[src/vnba_pkg.sv]
// ============================================================================
// vnba_pkg
// Types, constants and anchor tables for the VU needle ballistics block.
// ============================================================================
package vnba_pkg;

    localparam int LEVEL_IN_W = 16;
    localparam int LEVEL_W    = 14;
    localparam int ANGLE_W    = 15;
    localparam int ANGLE_X_W  = 17;
    localparam int GAIN_W     = 16;
    localparam int DBAND_W    = 8;
    localparam int CFG_IDX_W  = 2;
    localparam int CFG_DATA_W = 16;
    localparam int SEG_W      = 4;
    localparam int OFF_W      = 12;
    localparam int DELTA_W    = 13;
    localparam int DEN_W      = 12;
    localparam int QUO_W      = 13;
    localparam int MUL_W      = 16;
    localparam int PROD_W     = 2 * MUL_W;
    localparam int DVD_W      = 24;

    localparam int NUM_ANCHORS = 11;
    localparam int NUM_SEGS    = NUM_ANCHORS - 1;

    localparam logic CMD_SET  = 1'b0;
    localparam logic CMD_TICK = 1'b1;

    typedef enum logic [CFG_IDX_W-1:0] {
        CFG_ATTACK_GAIN  = 2'd0,
        CFG_RELEASE_GAIN = 2'd1,
        CFG_DEADBAND     = 2'd2
    } cfg_index_t;

    localparam logic [GAIN_W-1:0]  ATTACK_GAIN_RST  = 16'd15729;
    localparam logic [GAIN_W-1:0]  RELEASE_GAIN_RST = 16'd6554;
    localparam logic [DBAND_W-1:0] DEADBAND_RST     = 8'd2;

    localparam logic signed [LEVEL_IN_W-1:0] LEVEL_IN_MIN = -16'sd7680;
    localparam logic signed [LEVEL_IN_W-1:0] LEVEL_IN_MAX = 16'sd1024;
    localparam logic signed [LEVEL_W-1:0]    LEVEL_MIN    = -14'sd7680;
    localparam logic signed [LEVEL_W-1:0]    LEVEL_MAX    = 14'sd1024;
    localparam logic signed [ANGLE_W-1:0]    ANGLE_MIN    = -15'sd14336;
    localparam logic signed [ANGLE_W-1:0]    ANGLE_MAX    = 15'sd10240;

    // end regions: angle = 2 * level + bias, clamped
    localparam logic signed [ANGLE_X_W-1:0] ANGLE_MIN_X = -17'sd14336;
    localparam logic signed [ANGLE_X_W-1:0] ANGLE_MAX_X = 17'sd10240;
    localparam logic signed [ANGLE_X_W-1:0] ANG_LO_BIAS = -17'sd2560;
    localparam logic signed [ANGLE_X_W-1:0] ANG_HI_BIAS = 17'sd8192;

    localparam logic [PROD_W:0] ROUND_HALF = 33'd32768;

    localparam logic signed [LEVEL_W-1:0] ANCHOR_DB [0:NUM_ANCHORS-1] = '{
        -14'sd5120, -14'sd2560, -14'sd1792, -14'sd1280, -14'sd768, -14'sd512,
        -14'sd256, 14'sd0, 14'sd256, 14'sd512, 14'sd768
    };

    localparam logic signed [ANGLE_W-1:0] ANCHOR_ANG [0:NUM_ANCHORS-1] = '{
        -15'sd12800, -15'sd7424, -15'sd5376, -15'sd3584, -15'sd1792, -15'sd512,
        15'sd768, 15'sd2304, 15'sd4608, 15'sd7168, 15'sd9728
    };

    localparam logic [DELTA_W-1:0] SEG_DELTA [0:NUM_SEGS-1] = '{
        13'd5376, 13'd2048, 13'd1792, 13'd1792, 13'd1280,
        13'd1280, 13'd1536, 13'd2304, 13'd2560, 13'd2560
    };

    localparam logic [DEN_W-1:0] SEG_DEN [0:NUM_SEGS-1] = '{
        12'd2560, 12'd768, 12'd512, 12'd512, 12'd256,
        12'd256, 12'd256, 12'd256, 12'd256, 12'd256
    };

    // segment of an interior level: number of inner anchors at or below it
    function automatic logic [SEG_W-1:0] seg_of(input logic signed [LEVEL_W-1:0] d);
        logic [SEG_W-1:0] s;
        s = '0;
        for (int k = 1; k < NUM_SEGS; k++) begin
            if (d >= ANCHOR_DB[k]) begin
                s = SEG_W'(k);
            end
        end
        return s;
    endfunction

endpackage

[src/vnba_item_if.sv]
// ============================================================================
// vnba_item_if
// Input item channel: command and level.
// ============================================================================
interface vnba_item_if;
    logic                                     valid;
    logic                                     ready;
    logic                                     cmd;
    logic signed [vnba_pkg::LEVEL_IN_W-1:0]   level;

    modport source (output valid, output cmd, output level, input ready);
    modport sink   (input valid, input cmd, input level, output ready);
endinterface

[src/vnba_result_if.sv]
// ============================================================================
// vnba_result_if
// Result channel: shown level, needle angle and moved flag.
// ============================================================================
interface vnba_result_if;
    logic                                  valid;
    logic                                  ready;
    logic signed [vnba_pkg::LEVEL_W-1:0]   shown_level;
    logic signed [vnba_pkg::ANGLE_W-1:0]   needle_angle;
    logic                                  moved;

    modport source (output valid, output shown_level, output needle_angle,
                    output moved, input ready);
    modport sink   (input valid, input shown_level, input needle_angle,
                    input moved, output ready);
endinterface

[src/vnba_cfg_if.sv]
// ============================================================================
// vnba_cfg_if
// Register write channel: index and data.
// ============================================================================
interface vnba_cfg_if;
    logic                                valid;
    logic                                ready;
    logic [vnba_pkg::CFG_IDX_W-1:0]      index;
    logic [vnba_pkg::CFG_DATA_W-1:0]     data;

    modport source (output valid, output index, output data, input ready);
    modport sink   (input valid, input index, input data, output ready);
endinterface

[src/vnba_mul.sv]
// ============================================================================
// vnba_mul
// Unsigned radix-4 serial multiplier, two multiplier bits per cycle.
// ============================================================================
module vnba_mul
(
    input  logic                         clk,
    input  logic                         rst_n,
    input  logic                         start,
    input  logic [vnba_pkg::MUL_W-1:0]   a,
    input  logic [vnba_pkg::MUL_W-1:0]   b,
    output logic [vnba_pkg::PROD_W-1:0]  prod,
    output logic                         done
);
    import vnba_pkg::*;

    localparam int STEPS = MUL_W / 2;
    localparam int CNT_W = $clog2(STEPS);

    logic [MUL_W-1:0]  a_reg;
    logic [PROD_W-1:0] p_reg;
    logic [PROD_W-1:0] p_next;
    logic [CNT_W-1:0]  cnt_reg;
    logic              busy_reg;
    logic              done_reg;
    logic [MUL_W+1:0]  pp;
    logic [MUL_W+1:0]  sum;

    always_comb
    begin
        pp     = (p_reg[0] ? {2'b00, a_reg} : '0) + (p_reg[1] ? {1'b0, a_reg, 1'b0} : '0);
        sum    = {2'b00, p_reg[PROD_W-1:MUL_W]} + pp;
        p_next = {sum, p_reg[MUL_W-1:2]};
    end

    always_ff @(posedge clk or negedge rst_n)
    begin
        if (!rst_n)
        begin
            busy_reg <= 1'b0;
            done_reg <= 1'b0;
            cnt_reg  <= '0;
        end
        else
        begin
            done_reg <= 1'b0;
            if (start)
            begin
                busy_reg <= 1'b1;
                cnt_reg  <= '0;
            end
            else if (busy_reg)
            begin
                cnt_reg <= cnt_reg + 1'b1;
                if (cnt_reg == CNT_W'(STEPS - 1))
                begin
                    busy_reg <= 1'b0;
                    done_reg <= 1'b1;
                end
            end
        end
    end

    always_ff @(posedge clk)
    begin
        if (start)
        begin
            a_reg <= a;
            p_reg <= {{MUL_W{1'b0}}, b};
        end
        else if (busy_reg)
        begin
            p_reg <= p_next;
        end
    end

    assign prod = p_reg;
    assign done = done_reg;

endmodule

[src/vnba_div.sv]
// ============================================================================
// vnba_div
// Restoring serial divider, one quotient bit per cycle.
// ============================================================================
module vnba_div
(
    input  logic                         clk,
    input  logic                         rst_n,
    input  logic                         start,
    input  logic [vnba_pkg::DVD_W-1:0]   dividend,
    input  logic [vnba_pkg::DEN_W-1:0]   divisor,
    output logic [vnba_pkg::QUO_W-1:0]   quotient,
    output logic                         done
);
    import vnba_pkg::*;

    localparam int CNT_W = $clog2(QUO_W);

    logic [DEN_W-1:0] rem_reg;
    logic [DEN_W-1:0] rem_next;
    logic [QUO_W-1:0] q_reg;
    logic [QUO_W-1:0] q_next;
    logic [DEN_W-1:0] den_reg;
    logic [CNT_W-1:0] cnt_reg;
    logic             busy_reg;
    logic             done_reg;
    logic [DEN_W:0]   trial;
    logic [DEN_W+1:0] diff;
    logic             fits;

    always_comb
    begin
        trial    = {rem_reg, q_reg[QUO_W-1]};
        diff     = {1'b0, trial} - {2'b00, den_reg};
        fits     = !diff[DEN_W+1];
        rem_next = fits ? diff[DEN_W-1:0] : trial[DEN_W-1:0];
        q_next   = {q_reg[QUO_W-2:0], fits};
    end

    always_ff @(posedge clk or negedge rst_n)
    begin
        if (!rst_n)
        begin
            busy_reg <= 1'b0;
            done_reg <= 1'b0;
            cnt_reg  <= '0;
        end
        else
        begin
            done_reg <= 1'b0;
            if (start)
            begin
                busy_reg <= 1'b1;
                cnt_reg  <= '0;
            end
            else if (busy_reg)
            begin
                cnt_reg <= cnt_reg + 1'b1;
                if (cnt_reg == CNT_W'(QUO_W - 1))
                begin
                    busy_reg <= 1'b0;
                    done_reg <= 1'b1;
                end
            end
        end
    end

    always_ff @(posedge clk)
    begin
        if (start)
        begin
            rem_reg <= DEN_W'(dividend[DVD_W-1:QUO_W]);
            q_reg   <= dividend[QUO_W-1:0];
            den_reg <= divisor;
        end
        else if (busy_reg)
        begin
            rem_reg <= rem_next;
            q_reg   <= q_next;
        end
    end

    assign quotient = q_reg;
    assign done     = done_reg;

endmodule

[src/vu_needle_ballistics_angle.sv]
// ============================================================================
// vu_needle_ballistics_angle
// VU meter needle driver: target set, ballistic tick and needle angle.
// ============================================================================
// One transaction at a time. A transaction that needs no step, and whose shown
// level sits at or beyond an end anchor, gets its angle in S_ANG_SETUP and goes
// straight to S_FINISH. A tick whose gap exceeds the deadband adds a pass of the
// shared radix-4 multiplier (gap times gain) and the S_STEP_APPLY state to apply
// the step. An interior angle adds a second multiplier pass and a serial divide.
// The next transaction is accepted while a finished result waits. Register
// writes are always taken.
module vu_needle_ballistics_angle
(
    input  logic                 clk,
    input  logic                 rst_n,
    vnba_item_if.sink            item,
    vnba_result_if.source        result,
    vnba_cfg_if.sink             cfg
);
    import vnba_pkg::*;

    typedef enum logic [2:0] {
        S_IDLE,
        S_STEP_MUL,
        S_STEP_APPLY,
        S_ANG_SETUP,
        S_ANG_MUL,
        S_ANG_DIV,
        S_FINISH
    } state_t;

    state_t                    state_reg;

    logic [GAIN_W-1:0]         attack_gain_reg;
    logic [GAIN_W-1:0]         release_gain_reg;
    logic [DBAND_W-1:0]        deadband_reg;

    logic signed [LEVEL_W-1:0] target_reg;
    logic signed [LEVEL_W-1:0] shown_reg;
    logic [LEVEL_W-1:0]        mag_reg;
    logic                      rising_reg;
    logic [LEVEL_W-1:0]        step_reg;
    logic                      moved_reg;
    logic [SEG_W-1:0]          seg_reg;
    logic signed [ANGLE_W-1:0] angle_reg;

    logic                      mul_start_reg;
    logic [MUL_W-1:0]          mul_a_reg;
    logic [MUL_W-1:0]          mul_b_reg;
    logic                      div_start_reg;
    logic [DVD_W-1:0]          dividend_reg;

    logic                      result_valid_reg;
    logic signed [LEVEL_W-1:0] out_shown_reg;
    logic signed [ANGLE_W-1:0] out_angle_reg;
    logic                      out_moved_reg;

    logic [PROD_W-1:0]         mul_prod;
    logic                      mul_done;
    logic [QUO_W-1:0]          div_quo;
    logic                      div_done;

    logic signed [LEVEL_W-1:0]   level_clamped;
    logic signed [LEVEL_W:0]     gap;
    logic signed [LEVEL_W:0]     gap_neg;
    logic [LEVEL_W-1:0]          gap_mag;
    logic                        gap_rising;
    logic [PROD_W:0]             rnd;
    logic [PROD_W-LEVEL_IN_W:0]  step_full;
    logic [LEVEL_W-1:0]          step_clamped;
    logic [LEVEL_W-1:0]          shown_stepped;
    logic [SEG_W-1:0]            seg;
    logic [LEVEL_W-1:0]          off_w;
    logic [OFF_W-1:0]            off;
    logic                        seg_low;
    logic                        seg_high;
    logic signed [ANGLE_X_W-1:0] d_ext;
    logic signed [ANGLE_X_W-1:0] a_low_w;
    logic signed [ANGLE_X_W-1:0] a_high_w;
    logic signed [ANGLE_W-1:0]   angle_low;
    logic signed [ANGLE_W-1:0]   angle_high;
    logic [DVD_W-1:0]            dividend;
    logic signed [ANGLE_W-1:0]   angle_mid;

    vnba_mul u_mul
    (
        .clk      (clk),
        .rst_n    (rst_n),
        .start    (mul_start_reg),
        .a        (mul_a_reg),
        .b        (mul_b_reg),
        .prod     (mul_prod),
        .done     (mul_done)
    );

    vnba_div u_div
    (
        .clk      (clk),
        .rst_n    (rst_n),
        .start    (div_start_reg),
        .dividend (dividend_reg),
        .divisor  (SEG_DEN[seg_reg]),
        .quotient (div_quo),
        .done     (div_done)
    );

    always_comb
    begin
        priority if (item.level < LEVEL_IN_MIN)
            level_clamped = LEVEL_MIN;
        else if (item.level > LEVEL_IN_MAX)
            level_clamped = LEVEL_MAX;
        else
            level_clamped = item.level[LEVEL_W-1:0];

        gap        = {target_reg[LEVEL_W-1], target_reg} - {shown_reg[LEVEL_W-1], shown_reg};
        gap_neg    = -gap;
        gap_mag    = gap[LEVEL_W] ? gap_neg[LEVEL_W-1:0] : gap[LEVEL_W-1:0];
        gap_rising = !gap[LEVEL_W];

        rnd          = {1'b0, mul_prod} + ROUND_HALF;
        step_full    = rnd[PROD_W:LEVEL_IN_W];
        step_clamped = (step_full > {3'b000, mag_reg}) ? mag_reg : step_full[LEVEL_W-1:0];
        shown_stepped = rising_reg ? (shown_reg + step_reg) : (shown_reg - step_reg);

        seg      = seg_of(shown_reg);
        off_w    = shown_reg - ANCHOR_DB[seg];
        off      = off_w[OFF_W-1:0];
        seg_low  = shown_reg <= ANCHOR_DB[0];
        seg_high = shown_reg >= ANCHOR_DB[NUM_ANCHORS-1];

        d_ext    = {{(ANGLE_X_W-LEVEL_W){shown_reg[LEVEL_W-1]}}, shown_reg};
        a_low_w  = (d_ext <<< 1) + ANG_LO_BIAS;
        a_high_w = (d_ext <<< 1) + ANG_HI_BIAS;
        angle_low  = (a_low_w < ANGLE_MIN_X) ? ANGLE_MIN : a_low_w[ANGLE_W-1:0];
        angle_high = (a_high_w > ANGLE_MAX_X) ? ANGLE_MAX : a_high_w[ANGLE_W-1:0];

        dividend  = mul_prod[DVD_W-1:0] + DVD_W'(SEG_DEN[seg_reg][DEN_W-1:1]);
        angle_mid = ANCHOR_ANG[seg_reg] + $signed({2'b00, div_quo});
    end

    always_ff @(posedge clk or negedge rst_n)
    begin
        if (!rst_n)
        begin
            attack_gain_reg  <= ATTACK_GAIN_RST;
            release_gain_reg <= RELEASE_GAIN_RST;
            deadband_reg     <= DEADBAND_RST;
        end
        else if (cfg.valid)
        begin
            unique case (cfg.index)
                CFG_ATTACK_GAIN:  attack_gain_reg  <= cfg.data;
                CFG_RELEASE_GAIN: release_gain_reg <= cfg.data;
                CFG_DEADBAND:     deadband_reg     <= cfg.data[DBAND_W-1:0];
                default:          ;
            endcase
        end
    end

    always_ff @(posedge clk or negedge rst_n)
    begin
        if (!rst_n)
        begin
            state_reg        <= S_IDLE;
            target_reg       <= LEVEL_MIN;
            shown_reg        <= LEVEL_MIN;
            mag_reg          <= '0;
            rising_reg       <= 1'b0;
            step_reg         <= '0;
            moved_reg        <= 1'b0;
            seg_reg          <= '0;
            angle_reg        <= '0;
            mul_start_reg    <= 1'b0;
            mul_a_reg        <= '0;
            mul_b_reg        <= '0;
            div_start_reg    <= 1'b0;
            dividend_reg     <= '0;
            result_valid_reg <= 1'b0;
            out_shown_reg    <= '0;
            out_angle_reg    <= '0;
            out_moved_reg    <= 1'b0;
        end
        else
        begin
            mul_start_reg <= 1'b0;
            div_start_reg <= 1'b0;
            if (result_valid_reg && result.ready)
            begin
                result_valid_reg <= 1'b0;
            end

            unique case (state_reg)
                S_IDLE:
                begin
                    if (item.valid)
                    begin
                        if (item.cmd == CMD_SET)
                        begin
                            target_reg <= level_clamped;
                            moved_reg  <= 1'b0;
                            state_reg  <= S_ANG_SETUP;
                        end
                        else if (gap_mag > {{(LEVEL_W-DBAND_W){1'b0}}, deadband_reg})
                        begin
                            mag_reg       <= gap_mag;
                            rising_reg    <= gap_rising;
                            mul_a_reg     <= gap_rising ? attack_gain_reg : release_gain_reg;
                            mul_b_reg     <= MUL_W'(gap_mag);
                            mul_start_reg <= 1'b1;
                            state_reg     <= S_STEP_MUL;
                        end
                        else
                        begin
                            moved_reg <= 1'b0;
                            state_reg <= S_ANG_SETUP;
                        end
                    end
                end

                S_STEP_MUL:
                begin
                    if (mul_done)
                    begin
                        step_reg  <= step_clamped;
                        state_reg <= S_STEP_APPLY;
                    end
                end

                S_STEP_APPLY:
                begin
                    shown_reg <= $signed(shown_stepped);
                    moved_reg <= (step_reg != '0);
                    state_reg <= S_ANG_SETUP;
                end

                S_ANG_SETUP:
                begin
                    priority if (seg_low)
                    begin
                        angle_reg <= angle_low;
                        state_reg <= S_FINISH;
                    end
                    else if (seg_high)
                    begin
                        angle_reg <= angle_high;
                        state_reg <= S_FINISH;
                    end
                    else
                    begin
                        seg_reg       <= seg;
                        mul_a_reg     <= MUL_W'(SEG_DELTA[seg]);
                        mul_b_reg     <= MUL_W'(off);
                        mul_start_reg <= 1'b1;
                        state_reg     <= S_ANG_MUL;
                    end
                end

                S_ANG_MUL:
                begin
                    if (mul_done)
                    begin
                        dividend_reg  <= dividend;
                        div_start_reg <= 1'b1;
                        state_reg     <= S_ANG_DIV;
                    end
                end

                S_ANG_DIV:
                begin
                    if (div_done)
                    begin
                        angle_reg <= angle_mid;
                        state_reg <= S_FINISH;
                    end
                end

                S_FINISH:
                begin
                    if (!result_valid_reg || result.ready)
                    begin
                        result_valid_reg <= 1'b1;
                        out_shown_reg    <= shown_reg;
                        out_angle_reg    <= angle_reg;
                        out_moved_reg    <= moved_reg;
                        state_reg        <= S_IDLE;
                    end
                end

                default:
                begin
                    state_reg <= S_IDLE;
                end
            endcase
        end
    end

    assign item.ready          = (state_reg == S_IDLE);
    assign cfg.ready           = 1'b1;
    assign result.valid        = result_valid_reg;
    assign result.shown_level  = out_shown_reg;
    assign result.needle_angle = out_angle_reg;
    assign result.moved        = out_moved_reg;

endmodule

[src/flat_wrapper.sv]
// flat-port wrapper written by rule: the top's interface ports become plain ports
module vu_needle_ballistics_angle_flat import vnba_pkg::*;
  (clk, rst_n, item_valid, item_cmd, item_level, item_ready, result_valid, result_shown_level, result_needle_angle, result_moved, result_ready, cfg_valid, cfg_index, cfg_data, cfg_ready);
  vnba_item_if item_i ();
  vnba_result_if result_i ();
  vnba_cfg_if cfg_i ();
  input  logic clk;
  input  logic rst_n;
  input wire logic [$bits(item_i.valid)-1:0] item_valid;
  input wire logic [$bits(item_i.cmd)-1:0] item_cmd;
  input wire logic [$bits(item_i.level)-1:0] item_level;
  output wire logic [$bits(item_i.ready)-1:0] item_ready;
  output wire logic [$bits(result_i.valid)-1:0] result_valid;
  output wire logic [$bits(result_i.shown_level)-1:0] result_shown_level;
  output wire logic [$bits(result_i.needle_angle)-1:0] result_needle_angle;
  output wire logic [$bits(result_i.moved)-1:0] result_moved;
  input wire logic [$bits(result_i.ready)-1:0] result_ready;
  input wire logic [$bits(cfg_i.valid)-1:0] cfg_valid;
  input wire logic [$bits(cfg_i.index)-1:0] cfg_index;
  input wire logic [$bits(cfg_i.data)-1:0] cfg_data;
  output wire logic [$bits(cfg_i.ready)-1:0] cfg_ready;
  assign item_i.valid = item_valid;
  assign item_i.cmd = item_cmd;
  assign item_i.level = item_level;
  assign item_ready = item_i.ready;
  assign result_valid = result_i.valid;
  assign result_shown_level = result_i.shown_level;
  assign result_needle_angle = result_i.needle_angle;
  assign result_moved = result_i.moved;
  assign result_i.ready = result_ready;
  assign cfg_i.valid = cfg_valid;
  assign cfg_i.index = cfg_index;
  assign cfg_i.data = cfg_data;
  assign cfg_ready = cfg_i.ready;
  vu_needle_ballistics_angle u_core (.clk(clk), .rst_n(rst_n), .item(item_i), .result(result_i), .cfg(cfg_i));
endmodule
[config.mk]
export PLATFORM = sky130hd
export DESIGN_NAME = vu_needle_ballistics_angle_flat
export DESIGN_NICKNAME = d
export VERILOG_FILES = /design/src/vnba_pkg.sv /design/src/vnba_item_if.sv /design/src/vnba_result_if.sv /design/src/vnba_cfg_if.sv /design/src/vnba_mul.sv /design/src/vnba_div.sv /design/src/vu_needle_ballistics_angle.sv /design/src/flat_wrapper.sv
export SDC_FILE = /design/constraint.sdc
export NUM_CORES = 1
export LEC_CHECK = 0
export BUFFER_PORTS_ARGS = -buffer_cell sky130_fd_sc_hd__buf_2
export CORE_MARGIN = 2
export CORE_UTILIZATION = 65
export DETAILED_ROUTE_END_ITERATION = 8
export PLACE_DENSITY = 0.9
export SETUP_SLACK_MARGIN = 0.3
export SYNTH_ARGS = -nofsm -noshare
export SYNTH_HDL_FRONTEND = slang
export SYNTH_HIERARCHICAL = 1
export SYNTH_SLANG_ARGS = --single-unit
[constraint.sdc]
create_clock -name clk -period 12.8 [get_ports clk]
set_input_delay 3.2 -clock clk [delete_from_list [all_inputs] [get_ports clk]]
set_output_delay 3.2 -clock clk [all_outputs]
set_load 0.02 [all_outputs]
==> results of run 1 <==
==> path summary, 6_finish.rpt <==
path | from | to | slack (ps) | cells after the start
hold reg to reg | u_core/mul_a_reg[7] | u_core/u_mul/a_reg[7] | 450 | 0
min in group asynchronous | rst_n | u_core/angle_reg[11] | 2830 | 1
max in group asynchronous | rst_n | u_core/mag_reg[7] | 8270 | 2
hold / removal | u_core/mul_a_reg[7] | u_core/u_mul/a_reg[7] | 450 | 0
setup / recovery | u_core/shown_reg[0] | u_core/mul_a_reg[10] | 6370 | 20
setup reg to reg | u_core/shown_reg[0] | u_core/mul_a_reg[10] | 6370 | 20
==> critical path: cells and delay by family, from the launching register on <==
family          cells  cell delay (ps)
compound gates     10             2720
fa+ha+maj           3             1010
buf+inv             1              210
flops               1              500
mux                 1              360
simple gates        5             1460
==> area by class of cell <==
class | count | area [um^2]
multi-input combinational | 1434 | 10400
tap | 384 | 480
inverter | 140 | 526
clock inverter | 15 | 170
sequential | 303 | 7870
fill | 1933 | 8000
clock buffer | 46 | 927
timing repair buffer | 84 | 463
==> cells in the final DEF, fill, tap and decap left out, drive strengths merged, types with 19 or more instances in the layout <==
| master | Yosys | routed |
|---|---|---|
| a31oi | 21 | 21 |
| nand3 | 40 | 40 |
| nand4 | 29 | 29 |
| ha | 116 | 116 |
| nor2b | 19 | 19 |
| o31ai | 19 | 19 |
| fa | 22 | 22 |
| a21oi | 108 | 108 |
| mux2i | 23 | 23 |
| inv | 139 | 141 |
| nor2 | 128 | 128 |
| nor3 | 35 | 35 |
| buf | 19 | 84 |
| nand2 | 212 | 212 |
| nor4 | 19 | 19 |
| xor2 | 50 | 50 |
| dfstp | 21 | 21 |
| mux2 | 136 | 136 |
| o21ai | 116 | 116 |
| edfxtp | 68 | 68 |
| xnor2 | 53 | 53 |
| clkbuf | 71 | 46 |
| dfrtp | 197 | 197 |
| a21o | 23 | 23 |
| and2 | 21 | 21 |
==> cells in the mapped netlist (all sizes together) (7+ instances only) <==
| master | n |
|---|---|
| o21a | 17 |
| mux2i | 23 |
| nor3b | 9 |
| ha | 116 |
| dfrtp | 197 |
| a31oi | 21 |
| o21bai | 10 |
| o31ai | 19 |
| a21o | 23 |
| nor2b | 19 |
| dfstp | 21 |
| or4 | 7 |
| edfxtp | 68 |
| dfxtp | 17 |
| a21oi | 108 |
| nand4 | 29 |
| or2 | 10 |
| o21ai | 116 |
| a311o | 7 |
| or3 | 7 |
| a211oi | 15 |
| nand2b | 9 |
| inv | 139 |
| and3 | 16 |
| o22ai | 10 |
| nor3 | 35 |
| fa | 22 |
| nand3 | 40 |
| o211ai | 11 |
| xnor2 | 53 |
| mux2 | 136 |
| a22oi | 13 |
| nor2 | 128 |
| nand2 | 212 |
| a311oi | 7 |
| and2 | 21 |
| buf | 19 |
| xor2 | 50 |
| clkbuf | 71 |
| a22o | 14 |
| a221oi | 7 |
| nor4 | 19 |
==> power groups by stage <==
stage,sequential (mW),clock [mW],combinational [mW]
floorplan,1.04,0,0.0424
global placement,1.04,0,0.0726
detailed placement,1.05,0,0.0764
CTS,1.03,0.983,0.0768
global route,1.03,1.02,0.0853
finish,1.03,0.976,0.0763
==> logic make-up (layout without fill, tap and decap cells) <==
kind of cell    Yosys count  in the layout
simple gates            575            575
compound gates          447            447
flops                   303            303
buf+inv                 230            285
mux                     159            159
fa+ha+maj               138            138
xor+xnor                103            103
other cells               2             12
==> routing by layer <==
metal,track usage (%),vias up,wire length (um)
met2,55.5,790,24600
met1,43.4,7624,20200
met4,11.9,0,1830
met5,0,-,0
li1,-,7052,-
met3,5.13,159,4370
==> per-stage QoR <==
step	total power, mW	cells	worst slack, ps
after floorplan	1.08	1967	7510
after global placement	1.12	2345	6870
after detailed placement	1.12	2345	6660
after CTS	2.09	2406	6530
after global routing	2.14	2406	5940
final	2.08	2406	6370
==> flow_summary.ini, run 1 <==
[outcome]
outcome = finished, final reports clean

[pwr]
power_density_mw_per_mm2 = 99.7
sw_frac_of_total_pct = 22.0
switchingPower_mw = 0.458
internal-power_mw = 1.62
peakVddDrop_mv = 0.113
part_of_the_power_in_the_clock_network_pct = 46.9
seq_power_share_pct = 49.4
combPwrFrac_pct = 3.7
total_leakage_power_nw = 9.56

[timing]
timing_worst_slew_pin_value_ps = 1430
finalSetupTns_ps = 0
fin_worst_hold_slack_ps = 453
rsz_0062_raised_after_global_routing = no
period_share_pct = 50.3
period_minus_slack_ps = 6430
hold_viol_final = 0
number_of_failing_setup_endpoints_in_the_final_timing_report = 0
timing.max_slew.rel_slack_pct = 3.81
worst_clock_skew_ps = 23.2
max_freq_mhz = 155
finalMaxSlewViolations = 0

[synth]
ys_dominant_reg_cell = sky130_fd_sc_hd__dfrtp_1
ys_ff_latch = 303
postSynthAreaPerCell_um2 = 9.78
complex_gate_fraction_of_the_synthesized_area_pct = 15.8
synth_largest_type_area_fraction_pct = 25.7
cell_area_after_synthesis_mm2 = 0.0191
synth_simple_gate_area_share_pct = 14.4
yosys.area.top_type = sky130_fd_sc_hd__dfrtp_1
syn-instance-count = 1957
synth.yosys.warnings = 6
number_of_enable_flip_flop_cells_after_synthesis = 68
synth.top_cells.by_area = sky130_fd_sc_hd__dfrtp_1 26%, sky130_fd_sc_hd__edfxtp_1 11%, sky130_fd_sc_hd__ha_1 7.6%
synth.yosys.seq_area_share_pct = 41.1
ys_async_sr_fraction_pct = 71.9
multiplexer_fraction_of_the_synthesized_cell_area_pct = 9.40
synth_xor_xnor_area_share_pct = 4.71
synthDistinctLibCells = 106
synthAdderAreaFrac_pct = 9.88
largest_family_of_logic_cells_by_synthesized_area = compound AO/OA/AOI/OAI gates

[clock_tree]
cts_tree = yes
clockRootBuffer = sky130_fd_sc_hd__clkbuf_16
cts-buffers-inserted = 34
cts.path.max_buffers = 3
path_clk_slew_ps = 60
clock_latency_on_the_worst_skew_pair_ps = 520
cts_resized = 0
number_of_buffers_added_to_fix_hold_violations_after_cts = 0
cts_max_level = 2
postCtsSetupBuffers = 0
cts_num_sinks = 303

[floorplan]
fp.dieW_um = 176
core.rowCount = 62
initial_core_util_pct = 66.3
fp.coreArea_mm2 = 0.0289
floorplan.die_area_mm2 = 0.0308
top_level_ports = 73
fp.dieH_um = 176

[final_layout]
num_antenna_cells = 0
final_util_pct = 72.3
postLayoutCellArea_mm2 = 0.0209
largest_reg_flops = 32
layout_area_overhead_pct = 8.95
post_route_cells_drive_above_1_share_pct = 16.4
final_net_count = 2175

[setup_path]
critical_path.endpoint_type = flip-flop
critPathLaunchType = flip-flop
critical_path_arrival_ps = 6830
critical_path.slowest_cell = sky130_fd_sc_hd__a2111oi_0
worst-endpoint-required_ps = 13190
timing.critical_path.cells = ha_1, fa_1, and2b_1, o221ai_1, a2111oi_0, nor2_1, or2_2, o21ai_0, ha_1, nor2b_1, o21a_1, o21a_1, o211ai_1, a21oi_1, nor4b_1, a22oi_1, a211o_1, a21oi_4, inv_2, mux2_4
critical_path_class = reg -> reg
max_stage_delay_ps = 550
path_max_fanout = 22

[global_route]
vias_in_the_first_global_route = 15494
grt.total_usage_pct = 32.9
antenna_found_initial = 0
globalRouteOverflowTotal = 0
grt_start_max_net_pins = 134
grt_pass1_wl_mm = 81.2

[routing]
remaining_drc_errors = 0
route.detailed.vias_per_inst = 6.49
route.antenna.remaining_nets = 0
dr.first_iter.drc_count = 1839
routed_wire_length_mm = 51.0
via_count = 15625
detailedRoute.firstPassIterationCount = 6
wire_per_inst_um = 21.2

[placed_design]
dpl.hpwl_mm = 35.9
detailed_place.area_mm2 = 0.0198
port-buffer-count = 71
place_congestion = 0.974

[flow_run]
drv_cap = 0

[worst_hold_path]
holdCritPathClass = reg -> reg
Power figures use the tool's default switching activity.
==> run 2, diff against run 1 <==
- CORE_UTILIZATION: 65 -> 57
- PLACE_DENSITY: 0.9 -> 0.84
- clock period: 12.8 -> 5.55 ns (I/O delays scaled with it)
==> flow_summary.ini, run 2 (same netlist as run 1, synthesis figures left out) <==
[routing]
route.antenna.remaining_nets = 0
drt-met1-wl_mm = 20.3
wire_per_inst_um = 19.4
met3WireLength_mm = 4.05
remaining_drc_errors = 0
via_count = 15377
dr.first_iter.drc_count = 1636
met2RoutedLength_mm = 22.4
route.detailed.vias_per_inst = 6.16
detailedRoute.firstPassIterationCount = 6
routed_wire_length_mm = 48.5
top_layer_used = met4

[clock_tree]
clock_latency_on_the_worst_skew_pair_ps = 520
cts_num_sinks = 303
number_of_buffers_added_to_fix_hold_violations_after_cts = 0
cts_max_level = 2
clockRootBuffer = sky130_fd_sc_hd__clkbuf_16
cts_tree = yes
cts-buffers-inserted = 35
path_clk_slew_ps = 60
cts.path.max_buffers = 3
postCtsSetupBuffers = 0

[final_layout]
final_net_count = 2198
post_route_cells_drive_above_1_share_pct = 18.1
postLayoutCellArea_mm2 = 0.0212
finish.cell_count_without_fillers = 2495
layout_area_overhead_pct = 10.6
multi_input_comb_area_mm2 = 0.0105
layout.cells.most_common = sky130_fd_sc_hd__nand2_1
fillerInstances = 2614
most-common-layout-cells = 211 x sky130_fd_sc_hd__nand2_1, 196 x sky130_fd_sc_hd__dfrtp_1, 138 x sky130_fd_sc_hd__inv_1
largest_reg_flops = 32
num_antenna_cells = 0
register_area_mm2 = 0.00787

[pwr]
peakVddDrop_mv = 0.203
switchingPower_mw = 1.07
power_density_mw_per_mm2 = 225
seq_power_share_pct = 49.8
internal-power_mw = 3.69
total_leakage_power_nw = 9.71
sw_frac_of_total_pct = 22.5
part_of_the_power_in_the_clock_network_pct = 46.5
combPwrFrac_pct = 3.7

[setup_path]
r2r_cells = 22
worst_r2r_endpoint = u_core/mul_a_reg[12]
crit_start = u_core/target_reg[0]
critical_path.slowest_cell = sky130_fd_sc_hd__fa_1
timing.critical_path.cells = inv_1, ha_1, fa_1, and2b_2, o221ai_2, a2111oi_4, nor2_2, or2_2, nand2_1, o21ai_2, ha_1, nor2b_1, o21a_1, o21a_1, o211ai_1, a21oi_1, nor4b_2, a22oi_2, a211o_1, a21oi_4, inv_6, mux2_4
critical_path_arrival_ps = 5370
max_stage_delay_ps = 400
worst-endpoint-required_ps = 5950
worst-r2r-setup-slack_ps = 580
number_of_logic_stages_on_the_critical_path_including_buffering = 22
r2r-start = u_core/target_reg[0]
critical_path.endpoint_type = flip-flop
cp_top_family = compound AO/OA/AOI/OAI gates
critical_path_class = reg -> reg
critical_path_buf_inv_count = 2
critPathLaunchType = flip-flop
path_max_fanout = 16

[global_route]
globalRouteOverflowTotal = 0
grt_start_max_net_pins = 117
grt_pass1_wl_mm = 78.5
antenna_found_initial = 0
grt.total_usage_pct = 27.6
vias_in_the_first_global_route = 15051

[timing]
worst_clock_skew_ps = 17.4
timing_worst_slew_pin_value_ps = 1040
period_share_pct = 89.6
period_minus_slack_ps = 4970
max_freq_mhz = 201
number_of_failing_setup_endpoints_in_the_final_timing_report = 0
rsz_0062_raised_after_global_routing = no
hold_viol_final = 0
finalSetupTns_ps = 0
worst_slack_ps = 580
finalMaxSlewViolations = 0
timing.max_slew.rel_slack_pct = 30.5

[floorplan]
core.rowCount = 67
floorplan.die_area_mm2 = 0.0351
top_level_ports = 73
initial_core_util_pct = 57.5
fp.dieH_um = 187
fp.dieW_um = 187
fp.coreArea_mm2 = 0.0333

[worst_hold_path]
holdPathEnd = u_core/u_mul/a_reg[6]
hold_path.startpoint = u_core/mul_a_reg[6]
holdPathStages = 0
holdCritPathClass = reg -> reg

[placed_design]
dpl.hpwl_mm = 35.1
post-place-cells = 2431
dpl_worst_slack_ps = 69.6
place_congestion = 0.980
detailed_place.area_mm2 = 0.0200
port-buffer-count = 71

[outcome]
outcome = finished, final reports clean

[flow_run]
drv_cap = 0
==> run 2: cell types whose count changed in the layout (fill, tap and decap cells not counted), sizes merged <==
| cell | before | now |
|---|---|---|
| inv | 141 | 144 |
| clkinv | 11 | 16 |
| bufinv | 3 | 0 |
| clkbuf | 46 | 44 |
| buf | 84 | 106 |
==> run 2: layout make-up <==
type | count | area share [%]
clock inverters | 20 | 0.602
flip-flops and latches | 303 | 37.1
repair buffers | 106 | 3.02
clock buffers | 44 | 4.63
inverters | 140 | 2.50
well taps | 448 | 2.65
multi-input cells | 1434 | 49.5
==> run 2: power groups by stage <==
stage	clock network (mW)	logic, mW	registers [mW]
floorplan	0	0.0978	2.40
global placement	0	0.172	2.41
detailed placement	0	0.178	2.41
CTS	2.25	0.178	2.37
global route	2.33	0.199	2.38
finish	2.21	0.176	2.37
==> run 2: worst max-delay path by stage <==
| stage | to | slack, ps |
|---|---|---|
| 2_1_floorplan | u_core/mul_a_reg[10] | 370 |
| 3_3_place_gp | u_core/mul_a_reg[11] | 300 |
| 3_5_place_dp | u_core/mul_a_reg[11] | 70 |
| 4_1_cts | u_core/mul_a_reg[12] | 310 |
| 5_1_grt | u_core/mul_a_reg[12] | 270 |
| 6_report | u_core/mul_a_reg[12] | 580 |
==> run 2: per-stage QoR <==
| step | total power [mW] | util (%) | hold WS, ps |
|---|---|---|---|
| finish | 4.76 | 63.6 | 437 |
| global route | 4.90 | 63.6 | 448 |
| CTS | 4.80 | 63.5 | 439 |
| detailed placement | 2.59 | 60.2 | 431 |
| global placement | 2.58 | 60.2 | 433 |
| floorplan | 2.50 | - | 425 |
==> run 2: repair_timing <==
item / CTS / global route
pin swaps: 0 / 2
setup endpoints to repair: 21 / 44
cloned: 0 / 0
gates resized for setup: 4 / 9
==> run 2: metal layers <==
| metal | track usage, % | up-vias |
|---|---|---|
| li1 | - | 7100 |
| met1 | 37.7 | 7447 |
| met2 | 44.7 | 698 |
| met3 | 4.62 | 132 |
| met4 | 9.65 | 0 |
| met5 | 0 | - |
==> run 3, diff against run 2 <==
- RECOVER_POWER: not set -> 50
- SYNTH_HIERARCHICAL: 1 -> not set
==> flow_summary.ini, run 3 <==
[global_route]
grt.total_usage_pct = 26.9
grt_start_max_net_pins = 139
antenna_found_initial = 0
grt_pass1_wl_mm = 67.5
vias_in_the_first_global_route = 13041
globalRouteOverflowTotal = 0

[timing]
worst_clock_skew_ps = 22.4
timing.max_slew.rel_slack_pct = -130
period_minus_slack_ps = 4950
max_freq_mhz = 202
timing_worst_slew_pin_value_ps = 3450
hold_viol_final = 0
finalSetupTns_ps = 0
number_of_failing_setup_endpoints_in_the_final_timing_report = 0
rsz_0062_raised_after_global_routing = no
finalMaxSlewViolations = 298
period_share_pct = 89.1

[clock_tree]
clockRootBuffer = sky130_fd_sc_hd__clkbuf_16
path_clk_slew_ps = 60
cts-buffers-inserted = 31
cts_max_level = 1
cts_tree = yes
number_of_buffers_added_to_fix_hold_violations_after_cts = 0
cts.path.max_buffers = 3
clock_latency_on_the_worst_skew_pair_ps = 570
cts_num_sinks = 294

[floorplan]
fp.coreArea_mm2 = 0.0298
floorplan.die_area_mm2 = 0.0319
initial_core_util_pct = 58.2
core.rowCount = 63
top_level_ports = 73
fp.dieW_um = 178
fp.dieH_um = 178

[placed_design]
port-buffer-count = 71
dpl.hpwl_mm = 30.7
place_congestion = 0.927

[setup_path]
r2r-start = u_core.shown_reg[2]
path_max_fanout = 27
worst_r2r_endpoint = u_core.mag_reg[6]
worst-endpoint-required_ps = 6020
critPathLaunchType = flip-flop
r2r_cells = 24
crit_start = u_core.shown_reg[2]
worst-r2r-setup-slack_ps = 600
critical_path_arrival_ps = 5420
critical_path.endpoint_type = flip-flop
critical_path_class = reg -> reg
crit_path_end = u_core.mag_reg[6]

[final_layout]
most-common-layout-cells = 194 x sky130_fd_sc_hd__dfrtp_1, 142 x sky130_fd_sc_hd__nand2_1, 132 x sky130_fd_sc_hd__inv_1
largest_reg_flops = 32
num_antenna_cells = 0
post_route_cells_drive_above_1_share_pct = 17.5
layout.cells.most_common = sky130_fd_sc_hd__dfrtp_1
layout_area_overhead_pct = 10.6
final_net_count = 1936

[routing]
via_count = 13224
route.detailed.vias_per_inst = 6.05
remaining_drc_errors = 0
route.antenna.remaining_nets = 0
dr.first_iter.drc_count = 1224
routed_wire_length_mm = 42.0
wire_per_inst_um = 19.2
detailedRoute.firstPassIterationCount = 7

[synth]
yosys.area.top_type = sky130_fd_sc_hd__dfrtp_1
synthDistinctLibCells = 80
syn-instance-count = 1707
synth.net_count = 1873
ys_async_sr_fraction_pct = 74.1
synth.yosys.warnings = 0
synth.yosys.seq_area_share_pct = 43.8
synth.top_cells.by_area = sky130_fd_sc_hd__dfrtp_1 28%, sky130_fd_sc_hd__edfxtp_1 10%, sky130_fd_sc_hd__mux2_2 8.4%
synth_largest_type_area_fraction_pct = 28.4
postSynthAreaPerCell_um2 = 10.2
ys_dominant_reg_cell = sky130_fd_sc_hd__dfrtp_1
synth.cells.most_frequent = 197 x sky130_fd_sc_hd__dfrtp_1, 142 x sky130_fd_sc_hd__nand2_1, 132 x sky130_fd_sc_hd__inv_1
number_of_enable_flip_flop_cells_after_synthesis = 59
ys_ff_latch = 294
dominant_cell_by_count_in_the_synthesized_netlist = sky130_fd_sc_hd__dfrtp_1
cell_area_after_synthesis_mm2 = 0.0174

[flow_run]
drv_cap = 5

[outcome]
failed_checks = max-capacitance violations, max-slew violations
outcome = finished with violations

[worst_hold_path]
holdCritPathClass = reg -> reg
-- run 3: changes by cell type after synthesis, moves of 12 or more --
cell                       before  now
sky130_fd_sc_hd__mux2i_1       23   45
sky130_fd_sc_hd__nor3_1        33   20
sky130_fd_sc_hd__nand2_1      211  142
sky130_fd_sc_hd__ha_1         116  104
sky130_fd_sc_hd__a22oi_1       13    0
sky130_fd_sc_hd__xor2_1        50   34
sky130_fd_sc_hd__nand4_1       29   10
sky130_fd_sc_hd__clkbuf_1      70   48
-- run 3: area by class of cell --
cell class / instances / area [um^2]
clock inverter: 11 / 144
clock buffer: 46 / 903
inverter: 134 / 503
sequential: 294 / 7600
multi-input combinational: 1210 / 8990
tap: 390 / 488
timing repair buffer: 99 / 578
fill: 2309 / 10600
-- run 3: worst min-delay path by stage --
stage | start | end | slack, ps | depth (start not counted)
floorplan | u_core.mul_a_reg[11] | u_core.u_mul.a_reg[11] | 420 | 0
global placement | u_core.mul_a_reg[0] | u_core.u_mul.a_reg[0] | 440 | 0
detailed placement | u_core.mul_a_reg[1] | u_core.u_mul.a_reg[1] | 440 | 0
CTS | u_core.mul_a_reg[1] | u_core.u_mul.a_reg[1] | 450 | 0
global route | u_core.mul_a_reg[7] | u_core.u_mul.a_reg[7] | 460 | 0
finish | u_core.mul_a_reg[1] | u_core.u_mul.a_reg[1] | 450 | 0
-- run 3: logic make-up after synthesis --
| group | share of synthesized area [%] |
|---|---|
| buffers and inverters | 4.56 |
| adder cells (fa/ha/maj) | 10.0 |
| multiplexers | 11.0 |
| flip-flops | 43.8 |
| other | 0.0216 |
| AO/OA/AOI/OAI | 13.9 |
| AND/OR/NAND/NOR | 12.1 |
| XOR/XNOR | 4.74 |
-- run 3: metal layers --
metal,vias to the layer above,part of all wire [%],track usage [%]
met5,-,0,0
met4,0,3.3,9.11
met3,83,7.1,4.01
met2,509,47,43.7
met1,6503,43,36.9
li1,6129,-,-
-- run 3: per-stage QoR --
| stage | std cells | area (um^2) | util [%] | setup WS [ps] | hold slack (ps) |
|---|---|---|---|---|---|
| 5_1_grt | 2184 | 19200 | 64.4 | 273 | 463 |
| 3_3_place_gp | 2124 | 18100 | 60.8 | 463 | 436 |
| 6_report | 2184 | 19200 | 64.4 | 604 | 455 |
| 4_1_cts | 2181 | 19200 | 64.4 | 372 | 455 |
| 3_5_place_dp | 2124 | 18100 | 60.8 | 325 | 440 |
| 2_1_floorplan | 1707 | 17400 | - | 619 | 421 |
-- run 3: worst max-delay path, stage by stage (launching register included) --
cell	delay, ps
sky130_fd_sc_hd__dfrtp_2	420
sky130_fd_sc_hd__inv_1	110
sky130_fd_sc_hd__ha_1	280
sky130_fd_sc_hd__nor2b_1	170
sky130_fd_sc_hd__o2111a_1	280
sky130_fd_sc_hd__or3_1	420
sky130_fd_sc_hd__o21ai_2	170
sky130_fd_sc_hd__a21oi_1	120
sky130_fd_sc_hd__a221oi_2	240
sky130_fd_sc_hd__buf_4	180
sky130_fd_sc_hd__nand2_1	50
sky130_fd_sc_hd__o21ai_0	110
sky130_fd_sc_hd__ha_1	290
sky130_fd_sc_hd__nor2b_1	140
sky130_fd_sc_hd__o21a_1	170
sky130_fd_sc_hd__o21a_1	160
sky130_fd_sc_hd__o21ai_0	160
sky130_fd_sc_hd__nand2b_1	80
sky130_fd_sc_hd__a21oi_1	150
sky130_fd_sc_hd__o21ai_0	100
sky130_fd_sc_hd__o21ai_0	130
sky130_fd_sc_hd__a41o_2	330
sky130_fd_sc_hd__buf_12	190
sky130_fd_sc_hd__or2_0	180
sky130_fd_sc_hd__a21boi_0	220
-- run 3: what timing repair did --
item,CTS,global route
buffers inserted,0,2
cloned,0,1
endpoints found under the setup margin,3,45
pin swaps,0,1
resized for setup,1,6
Power of run 3 is left out: the tool's default activity adds up to more than one toggle a clock period on the data nets, which glitch-free logic cannot reach.
